### config.mk
export PLATFORM = sky130hd
export DESIGN_NAME = rlp_header_decoder
export DESIGN_NICKNAME = d
export VERILOG_FILES = /design/src/hw/rtl/rhd_pkg.sv /design/src/hw/rtl/rhd_core.sv /design/src/hw/rtl/rlp_header_decoder.sv
export SDC_FILE = /design/constraint.sdc
export NUM_CORES = 1
export LEC_CHECK = 0
export BUFFER_PORTS_ARGS = -buffer_cell sky130_fd_sc_hd__buf_2
export CORE_MARGIN = 2
export CORE_UTILIZATION = 63
export CTS_BUF_LIST = sky130_fd_sc_hd__clkbuf_4
export CTS_CLUSTER_SIZE = 16
export DETAILED_ROUTE_END_ITERATION = 8
export GPL_ROUTABILITY_DRIVEN = 0
export PLACE_DENSITY = 0.84
export SYNTH_ARGS = -nofsm -noshare
export SYNTH_HDL_FRONTEND = slang
export SYNTH_HIERARCHICAL = 1
export SYNTH_SLANG_ARGS = --single-unit
### constraint.sdc
create_clock -name clk -period 12.6 [get_ports clk]
set_clock_uncertainty 0.15 [all_clocks]
set_input_delay 1.89 -clock clk [delete_from_list [all_inputs] [get_ports clk]]
set_output_delay 1.89 -clock clk [all_outputs]
set_load 0.005 [all_outputs]
### src/hw/rtl/rhd_pkg.sv
// Shared types and constants for the RLP header decoder.
`default_nettype none

package rhd_pkg;

  localparam logic [7:0] PFX_STR        = 8'h80;
  localparam logic [7:0] PFX_STR_SHORT  = 8'hB7;
  localparam logic [7:0] PFX_LIST       = 8'hC0;
  localparam logic [7:0] PFX_LIST_SHORT = 8'hF7;
  localparam logic [63:0] LONG_MIN_LEN  = 64'd56;

  localparam logic [2:0] ERR_OK       = 3'd0;
  localparam logic [2:0] ERR_SHORT    = 3'd1;
  localparam logic [2:0] ERR_NONCANON = 3'd2;
  localparam logic [2:0] ERR_LEAD0    = 3'd3;
  localparam logic [2:0] ERR_LIST     = 3'd4;
  localparam logic [2:0] ERR_LONG     = 3'd5;

  localparam logic CFG_STRING_ONLY    = 1'b0;
  localparam logic CFG_ALLOW_LEFTOVER = 1'b1;

  typedef enum logic [2:0] {
    PH_IDLE = 3'b001,
    PH_PEEK = 3'b010,
    PH_LEN  = 3'b100
  } phase_t;

  typedef struct packed {
    logic [31:0] bytes_left;
    logic [7:0]  data_byte;
  } in_word_t;

  typedef struct packed {
    logic [2:0]  error_code;
    logic [3:0]  header_length;
    logic [31:0] body_len;
    logic        is_list;
  } res_t;

  typedef struct packed {
    logic string_only;
    logic allow_leftover;
  } cfg_t;

endpackage

`default_nettype wire

### src/hw/rtl/rhd_core.sv
// Header decode state and per-byte next-state / result logic.
`default_nettype none

module rhd_core (
  input  logic            clk,
  input  logic            rst_n,
  input  logic            step,
  input  rhd_pkg::in_word_t in_word,
  input  rhd_pkg::cfg_t   cfg,
  output logic            emit,
  output rhd_pkg::res_t   res
);
  import rhd_pkg::*;

  phase_t      phase_r, phase_nxt;
  logic [3:0]  lbl_r, lbl_nxt;
  logic [63:0] acc_r, acc_nxt;
  logic [31:0] ah_r, ah_nxt;
  logic        list_r, list_nxt;
  logic [3:0]  cons_r, cons_nxt;

  logic [7:0]  b;
  logic [31:0] left;
  logic [31:0] rem;
  logic [63:0] acc_sh;
  logic [3:0]  lbl_dec;
  logic [3:0]  lol;
  logic        pfx_list;
  logic [7:0]  short_len;

  function automatic res_t mk(input logic lst, input logic [31:0] plen,
                              input logic [3:0] hlen, input logic [2:0] e);
    res_t r;
    r.is_list       = (e == ERR_OK) ? lst  : 1'b0;
    r.body_len      = (e == ERR_OK) ? plen : 32'd0;
    r.header_length = (e == ERR_OK) ? hlen : 4'd0;
    r.error_code    = e;
    return r;
  endfunction

  function automatic res_t fin(input logic lst, input logic [63:0] plen,
                               input logic [3:0] hlen, input logic [31:0] remaining,
                               input cfg_t c);
    logic [2:0] e;
    if ({32'd0, remaining} < plen) e = ERR_SHORT;
    else if (lst && c.string_only) e = ERR_LIST;
    else if (!c.allow_leftover && ({32'd0, remaining} != plen)) e = ERR_LONG;
    else e = ERR_OK;
    return mk(lst, plen[31:0], hlen, e);
  endfunction

  assign b         = in_word.data_byte;
  assign left      = in_word.bytes_left;
  assign rem       = left - 32'd1;
  assign acc_sh    = {acc_r[55:0], b};
  assign lbl_dec   = lbl_r - 4'd1;
  assign lol       = {1'b0, b[2:0]} + 4'd1;
  assign pfx_list  = (b >= PFX_LIST);
  assign short_len = pfx_list ? (b - PFX_LIST) : (b - PFX_STR);

  always_comb begin
    emit      = 1'b0;
    res       = '0;
    phase_nxt = phase_r;
    lbl_nxt   = lbl_r;
    acc_nxt   = acc_r;
    ah_nxt    = ah_r;
    list_nxt  = list_r;
    cons_nxt  = cons_r;
    case (phase_r)
      PH_PEEK: begin
        emit = 1'b1;
        if (b < PFX_STR) res = mk(1'b0, 32'd0, 4'd0, ERR_NONCANON);
        else res = fin(1'b0, 64'd1, 4'd1, ah_r, cfg);
      end
      PH_LEN: begin
        if (cons_r == 4'd1 && b == 8'd0) begin
          emit = 1'b1;
          res  = mk(1'b0, 32'd0, 4'd0, ERR_LEAD0);
        end else begin
          acc_nxt  = acc_sh;
          cons_nxt = cons_r + 4'd1;
          ah_nxt   = ah_r - 32'd1;
          lbl_nxt  = lbl_dec;
          if (lbl_dec == 4'd0) begin
            emit = 1'b1;
            if (acc_sh < LONG_MIN_LEN) res = mk(1'b0, 32'd0, 4'd0, ERR_NONCANON);
            else res = fin(list_r, acc_sh, cons_r + 4'd1, ah_r - 32'd1, cfg);
          end
        end
      end
      PH_IDLE: begin
        if (left == 32'd0) begin
          emit = 1'b1;
          res  = mk(1'b0, 32'd0, 4'd0, ERR_SHORT);
        end else if (b < PFX_STR) begin
          emit = 1'b1;
          res  = fin(1'b0, 64'd1, 4'd0, left, cfg);
        end else if (b inside {[PFX_STR:PFX_STR_SHORT], [PFX_LIST:PFX_LIST_SHORT]}) begin
          if (!pfx_list && short_len == 8'd1) begin
            if (rem == 32'd0) begin
              emit = 1'b1;
              res  = mk(1'b0, 32'd0, 4'd0, ERR_SHORT);
            end else begin
              phase_nxt = PH_PEEK;
              ah_nxt    = rem;
              cons_nxt  = 4'd1;
            end
          end else begin
            emit = 1'b1;
            res  = fin(pfx_list, {56'd0, short_len}, 4'd1, rem, cfg);
          end
        end else begin
          if (rem < {28'd0, lol}) begin
            emit = 1'b1;
            res  = mk(1'b0, 32'd0, 4'd0, ERR_SHORT);
          end else begin
            phase_nxt = PH_LEN;
            lbl_nxt   = lol;
            acc_nxt   = 64'd0;
            ah_nxt    = rem;
            list_nxt  = pfx_list;
            cons_nxt  = 4'd1;
          end
        end
      end
      default: begin
        phase_nxt = PH_IDLE;
      end
    endcase
    if (emit) begin
      phase_nxt = PH_IDLE;
      lbl_nxt   = 4'd0;
      acc_nxt   = 64'd0;
      ah_nxt    = 32'd0;
      list_nxt  = 1'b0;
      cons_nxt  = 4'd0;
    end
  end

  always_ff @(posedge clk) begin
    if (!rst_n) begin
      phase_r <= PH_IDLE;
      lbl_r   <= 4'd0;
      acc_r   <= 64'd0;
      ah_r    <= 32'd0;
      list_r  <= 1'b0;
      cons_r  <= 4'd0;
    end else if (step) begin
      phase_r <= phase_nxt;
      lbl_r   <= lbl_nxt;
      acc_r   <= acc_nxt;
      ah_r    <= ah_nxt;
      list_r  <= list_nxt;
      cons_r  <= cons_nxt;
    end
  end

endmodule

`default_nettype wire

### src/hw/rtl/rlp_header_decoder.sv
// Top level of the RLP header decoder: input register, decode core, result register.
//
// channel | dir | width | contents
// in_     | in  | 40    | data_byte, bytes_left; one word per header byte
// out_    | out | 40    | is_list, body_len, header_length, error_code
// cfg_    | in  | 1     | index 0 string_only, index 1 allow_leftover
//
// One word per cycle unless held up as below; each result is registered as its last word decodes.
// The decode state updates once per word, in the cycle the word leaves the input register.
// A word that settles a header waits in the input register while the result register is
// full and not taken; words that give no result pass regardless.
// Synchronous active-low reset returns to awaiting a prefix; no clearing pass.
`default_nettype none

module rlp_header_decoder (
  input  logic        clk,
  input  logic        rst_n,
  input  logic        in_tvalid,
  output logic        in_tready,
  input  logic [39:0] in_tdata,   // [7:0] data_byte, [39:8] bytes_left
  output logic        out_tvalid,
  input  logic        out_tready,
  output logic [39:0] out_tdata,  // [0] is_list, [32:1] body_len,
                                  // [36:33] header_length, [39:37] error_code
  input  logic        cfg_wr_en,
  input  logic        cfg_index,
  input  logic        cfg_wdata
);
  import rhd_pkg::*;

  logic     in_vld_r;
  in_word_t in_word_r;
  cfg_t     cfg_r;
  logic     out_vld_r;
  res_t     out_res_r;
  logic     emit;
  res_t     res;
  logic     step;

  assign step      = in_vld_r && (!emit || !out_vld_r || out_tready);
  assign in_tready = !in_vld_r || step;

  always_ff @(posedge clk) begin
    if (!rst_n) begin
      in_vld_r <= 1'b0;
    end else if (in_tvalid && in_tready) begin
      in_vld_r <= 1'b1;
    end else if (step) begin
      in_vld_r <= 1'b0;
    end
  end

  always_ff @(posedge clk) begin
    if (in_tvalid && in_tready) begin
      in_word_r <= in_word_t'(in_tdata);
    end
  end

  always_ff @(posedge clk) begin
    if (!rst_n) begin
      cfg_r.string_only    <= 1'b1;
      cfg_r.allow_leftover <= 1'b0;
    end else if (cfg_wr_en) begin
      case (cfg_index)
        CFG_STRING_ONLY:    cfg_r.string_only    <= cfg_wdata;
        CFG_ALLOW_LEFTOVER: cfg_r.allow_leftover <= cfg_wdata;
        default: ;
      endcase
    end
  end

  rhd_core u_core (
    .clk     (clk),
    .rst_n   (rst_n),
    .step    (step),
    .in_word (in_word_r),
    .cfg     (cfg_r),
    .emit    (emit),
    .res     (res)
  );

  always_ff @(posedge clk) begin
    if (!rst_n) begin
      out_vld_r <= 1'b0;
    end else if (step && emit) begin
      out_vld_r <= 1'b1;
    end else if (out_tready) begin
      out_vld_r <= 1'b0;
    end
  end

  always_ff @(posedge clk) begin
    if (step && emit) begin
      out_res_r <= res;
    end
  end

  assign out_tvalid = out_vld_r;
  assign out_tdata  = out_res_r;

  a_err_zero: assert property (@(posedge clk) disable iff (!rst_n)
    out_vld_r && out_res_r.error_code != ERR_OK |->
      !out_res_r.is_list && out_res_r.body_len == 32'd0 &&
      out_res_r.header_length == 4'd0)
    else $error("error result carries nonzero fields");

  a_code_range: assert property (@(posedge clk) disable iff (!rst_n)
    out_vld_r |-> out_res_r.error_code <= ERR_LONG && out_res_r.header_length <= 4'd9)
    else $error("result code or header length out of range");

  a_stall_cause: assert property (@(posedge clk) disable iff (!rst_n)
    in_vld_r && !step |-> out_vld_r && !out_tready && emit)
    else $error("input stalled without a blocked result");

  a_single_byte: assert property (@(posedge clk) disable iff (!rst_n)
    out_vld_r && out_res_r.error_code == ERR_OK && out_res_r.header_length == 4'd0 |->
      out_res_r.body_len == 32'd1 && !out_res_r.is_list)
    else $error("single byte result with wrong payload");

endmodule

`default_nettype wire
# Yosys cells after proc, flatten, opt, wreduce, memory -nomap -nowiden

Cells that the tools add are included.

Add/subtract/negate cells: 7
Order comparisons: 11
Eq/ne operators: 22
Mux-type cells: 104
Bitwise operators: 1
Reduce and logical (&&, ||, !) cells: 41

Operator list:

| operator                                                    | count |
|---|---|
| two-way mux 56 bit                                          | 6 |
| two-way mux 40 bit                                          | 8 |
| two-way mux 32 bit                                          | 9 |
| case mux 40 bit (3 select lines)                            | 1 |
| case mux 56 bit (2 select lines)                            | 1 |
| two-way mux 3 bit                                           | 31 |
| two-way mux 38 bit                                          | 2 |
| logical NOT 32 bit                                          | 2 |
| less-than comparator 32 x 1 -> 1 bit, second input constant | 2 |
| less-than comparator 32 x 64 -> 1 bit                       | 1 |
| less-than comparator 64 x 6 -> 1 bit, second input constant | 1 |
| != test 32 x 1 -> 1 bit, second input constant              | 2 |
| != test 32 x 64 -> 1 bit                                    | 1 |
| case mux 32 bit (2 select lines)                            | 1 |
| subtractor 32 x 1 -> 32 bit, second input constant          | 2 |
| two-way mux 4 bit                                           | 15 |
| less-than comparator 32 x 4 -> 1 bit                        | 1 |
| less-than comparator 32 x 8 -> 1 bit                        | 1 |
| != test 32 x 8 -> 1 bit                                     | 1 |
| two-way mux 1 bit                                           | 24 |
| greater-or-equal comparator 8 bit, second input constant    | 2 |
| <= comparator 8 bit, second input constant                  | 2 |
| two-way mux 8 bit                                           | 2 |
| case mux 4 bit (2 select lines)                             | 2 |
| other kinds (31)                                            | 66 |

Register bits after elaboration: 184
Bits of input ports: 47
Output and inout port bits: 42
Logic and storage cells: 202

# Longest topological paths before layout

Depth in word-level cells: 19
Gate-level depth with buffers: 19
Mapped depth without buffers: 19

# Hierarchy

The synthesis kept the hierarchy.

Modules (own cells, without submodules):

| module             | instances | cells each | area an instance (um^2) | sequential area each (um^2) |
|---|---|---|---|---|
| rhd_core           | 1         | 1035       | 7707.4                  | 2001.9 |
| rlp_header_decoder | 1         | 101        | 2606.2                  | 2482.4 |

# Least setup slack after synthesis

No wires, ideal clock.

Kind: register to register
From: reg in_word_r[8] (netlist bit)
To: reg out_res_r (netlist bit out_tdata[0]) (enable)
Library setup time: 0.437 ns
Data arrival time: 4.608 ns
Required time: 12.013 ns
Path slack: 7.405 ns
Stages on the path, launching flop included: 13
Path buffers: 0
Clock period less this slack: 5.195 ns
Path through: edfxtp_1 inv_1 ha_1 nor3b_2 nand4_2 o31ai_1 nand4_1 nor4_4 a31o_2 o21ai_1 inv_1 nand2_1 nor2_1

Word-level cells in the longest chain between the ends: 13
Elaborated cells between the ends (all ways): 16
Those cells by class: add/sub: 1; order compare: 1; mux: 7; reduce/logical: 7

Ends and longest elaborated chain:

| what                                                                                | line                     | source |
|---|---|---|
| start: declaration                                                                  | rlp_header_decoder.sv:32 | `in_word_t in_word_r;` |
| start signal: assignment                                                            | rlp_header_decoder.sv:55 | `in_word_r <= in_word_t'(in_tdata);` |
| parallel branches: the longest is 6 deep, another holds subtractor 32 x 1 -> 32 bit | --                       |  |
| two-way mux 1 bit *                                                                 | rhd_core.sv:93           | `if (left == 32'd0) begin` |
| case mux 1 bit (3 select lines) *                                                   | rhd_core.sv:70           | `case (phase_r)` |
| net emit                                                                            | rlp_header_decoder.sv:36 | `logic emit;` |
| logical NOT 1 bit                                                                   | rlp_header_decoder.sv:40 | `assign step = in_vld_r && (!emit \|\| !out_vld_r \|\| out_tready);` |
| logical OR 1 bit (2 in series)                                                      | rlp_header_decoder.sv:40 |  |
| logical AND 1 bit                                                                   | rlp_header_decoder.sv:40 |  |
| logical AND 1 bit *                                                                 | rlp_header_decoder.sv:93 | `if (step && emit) begin` |
| end signal: assignment                                                              | rlp_header_decoder.sv:94 | `out_res_r <= res;` |
| end: declaration                                                                    | rlp_header_decoder.sv:35 | `res_t out_res_r;` |

Mark *: on every way through the listed nets, which the timed path passes.
A chain may end at the register's enable or synchronous reset.

# Worst setup path after layout

From: reg in_word_r[8] (netlist bit)
To: out in_tready

Word-level cells in the longest chain between the ends: 13
Elaborated cells between the ends (all ways): 16
Those cells by class: add/sub: 1; order compare: 1; mux: 7; reduce/logical: 7

Ends and longest elaborated chain:

| what                                                                                | line                     | source |
|---|---|---|
| parallel branches: the longest is 6 deep, another holds subtractor 32 x 1 -> 32 bit | --                       |  |
| two-way mux 1 bit *                                                                 | rhd_core.sv:93           |  |
| case mux 1 bit (3 select lines) *                                                   | rhd_core.sv:70           |  |
| net emit                                                                            | rlp_header_decoder.sv:36 |  |
| logical NOT 1 bit *                                                                 | rlp_header_decoder.sv:40 |  |
| logical OR 1 bit * (2 in series)                                                    | rlp_header_decoder.sv:40 |  |
| logical AND 1 bit *                                                                 | rlp_header_decoder.sv:40 |  |
| logical OR 1 bit *                                                                  | rlp_header_decoder.sv:41 | `assign in_tready = !in_vld_r \|\| step;` |
| end: declaration                                                                    | rlp_header_decoder.sv:19 | `output logic in_tready,` |

Marks and branches as above.

==> results by group <==
Critical path
  – R2r endpoint: u_core/acc_r[23]
  – Worst Path Arrival: 4.43 ns
  – Delay-heaviest family, CP: simple AND/OR/NAND/NOR gates
  – Worst path most repeated cell: inv_1
  – Kind of start point of the critical path: flop
  – Reg-to-Reg Start: in_word_r[8]
  – R2R setup slack: 6.52 ns
  – Crit path max fanout: 8
  – Critical Path RT: 10.56 ns
  – Worst reg-to-reg path cell count: 15
  – Crit. path cell count: 12
  – Max incr delay on CP: 0.58 ns
  – Critical Path End Type: output port
  – Worst path bufs/invs: 3
  – Slowest CP cell: nor4_4
  – Setup CP Type: reg2out
  – Cells along the critical path: inv_1 -> ha_1 -> nor3b_2 -> nand4_2 -> o31ai_1 -> nand4_1 -> nor4_4 -> a31o_2 -> o21ai_1 -> inv_1 -> nand4b_4 -> buf_2

Power
  – Pwr Density: 118 nW/um^2
  – Worst VDD drop: 0.0772 mV
  – Switch Pwr: 418 uW
  – Leakage: 4.18 nW
  – Pint: 899 uW
  – Switching Fraction: 31.7%
  – Power Total: 1.32 mW
  – Sequential cell fraction of total power: 51.0%
  – Clock power share: 27.4%
  – Combinational share of power: 21.6%

STA
  – Part of the cycle the worst path needs: 51.3%
  – Worst Max-Slew Pin Slew: 1.01 ns
  – RSZ-0062 raised after global routing: false
  – Period minus WS final: 6.47 ns
  – Setup tns final: 0 ns
  – Hold slack: 0.319 ns
  – Final Slew Violations: 0
  – Slew margin rel.: 32.4%
  – Final hold vios: 0
  – Final worst setup slack: 6.13 ns
  – FMAX: 0.155 GHz
  – Final setup fails: 0

Logic synthesis
  – Top FF cell, synth: dfxtp_1
  – EDFF count, synth: 80
  – Asr flop ratio synth: 0%
  – Post-Synthesis Cells: 1136
  – FF+latch count, synth: 184
  – Synthesis Warnings: 6
  – Syn Nets: 1243
  – Syn_area_per_cell: 9.08 um^2
  – Synth unique cells: 70
  – Mapped Area: 10300 um^2
  – Sequential fraction of the synthesis area: 43.5%

GRT
  – Gr usage total: 28.8%
  – Number of global-route vias before repair: 8084
  – First-pass GRT wire length: 40900 um
  – Overflow after GRT: 0
  – Initial antenna violation count: 1
  – Pin count of the biggest net entering global routing: 119

CTS
  – CTS clk-pin slew, worst paths: 0.16 ns
  – Max Root-Sink Buffers: 2
  – Clk sinks: 184
  – Post-CTS Setup Inserts: 0
  – CTS tree: done
  – H-tree depth: 4
  – Clock latency on the worst-skew pair: 0.59 ns
  – Hold buffers post-CTS: 0
  – TritonCTS Buffers: 17
  – Cts repair resizes: 0
  – Clock tree root driver cell: clkbuf_4

Min path
  – Hold worst-path end: u_core/acc_r[33]
  – Hold Path Class: reg2reg
  – Min-Delay Startpoint: u_core/acc_r[25]
  – Worst Hold Path Cells: 2

Die
  – Die Y: 132 um
  – # rows: 46
  – Starting density of the core: 64.7%
  – Io pins: 89
  – Die X: 132 um
  – DIE AREA: 17400 um^2
  – Total core area: 15900 um^2

Layout
  – Final instance area: 11200 um^2
  – Most common cell after layout, fill and taps aside: nand3_1
  – Non-Filler Instances: 1417
  – Final core utilization: 70.0%
  – Nets@finish: 1294
  – Share of cells above drive strength 1: 12.1%
  – Layout area overhead: 8.18%
  – Highest-count cells in the layout ignoring fill and taps: nand3_1 (135), dfxtp_1 (104), buf_2 (87)

Placed design
  – Port Buffers: 88
  – DP Worst Slack: 6.70 ns
  – Area post-placement: 10800 um^2
  – Placed Cells: 1384
  – DP HPWL: 18200 um

Routing
  – ANT nets after route: 0
  – Drt total wl: 25300 um
  – Drt drc: 0
  – Vias per cell: 6.37
  – Wire per inst: 17.9 um
  – Initial DRC count: 1177
  – Via count: 9030
  – First-pass DRT Iterations: 6

Outcome
  – Status: finished, final reports clean

Flow run
  – Max-Cap Viols: 0
==> per-layer routing <==
layer	GRT usage [%]	routed length, um	part of all wire [%]
met5	0	0	0
met4	12.6	760	3.0
met3	5.73	2150	8.5
met2	44.7	11400	45
met1	39.5	11000	43
==> worst max-delay path by stage <==
stage                  from          endpoint  slack [ns]
3_5_place_dp   in_word_r[8]  u_core/acc_r[15]        6.70
3_3_place_gp   in_word_r[8]   u_core/lbl_r[1]        6.81
2_1_floorplan  in_word_r[8]      out_tdata[0]        7.41
4_1_cts        in_word_r[8]         in_tready        6.17
6_report       in_word_r[8]         in_tready        6.13
5_1_grt        in_word_r[8]         in_tready        5.82
==> cell type report <==
class | instances | area, um^2
multi-input combinational | 834 | 5380
fill | 1271 | 4790
sequential | 184 | 4480
timing repair buffer | 95 | 495
tap | 216 | 270
inverter | 55 | 206
clock inverter | 14 | 183
clock buffer | 18 | 135
antenna | 1 | 2.50
==> power groups by stage <==
stage,Combinational (mW),Clock [mW],Sequential [mW]
floorplan,0.206,0,0.676
global placement,0.269,0,0.683
detailed placement,0.275,0,0.683
CTS,0.277,0.366,0.670
global route,0.315,0.385,0.674
finish,0.285,0.361,0.671
==> worst min-delay path, delay by kind of cell (launching register included) <==
family | cells | cell delay, ns
AO/OA/AOI/OAI | 1 | 0.05
flip-flops | 1 | 0.35
AND/OR/NAND/NOR | 1 | 0.06
==> Yosys cell counts, drive strengths merged (17+ instances only) <==
library cell	count	area, um^2
nand3	135	676
xnor2	17	149
dfxtp	104	2080
o21ai	105	526
nor3	33	170
a21oi	31	155
inv	55	206
xor2	35	307
nand2	64	240
ha	60	751
nor2	61	229
clkbuf	52	195
and2	36	225
nor4	37	262
edfxtp	80	2400
nand4	23	156
==> state kept, by name, summed over array words and instances, names as in the netlist <==
signal and flops:
in_vld_r 1, u_core/ah_r 32, out_tvalid 1, u_core/acc_r 56, u_core/lbl_r 4, u_core/phase_r 3, in_word_r 40, out_tdata 40
cfg_r 2, u_core/cons_r 4, u_core/list_r 1
==> cell families after synthesis <==
group,after synthesis,share of synthesized area (%)
adders and majority gates,60,7.28
DFF,184,43.5
and+or+nand+nor,472,24.8
buffers and inverters,118,4.51
xor gates and xnor gates,52,4.42
AOI/OAI and AO/OA,249,15.4
muxes,1,0.0971
No activity file was read; power rests on OpenSTA's default activity.
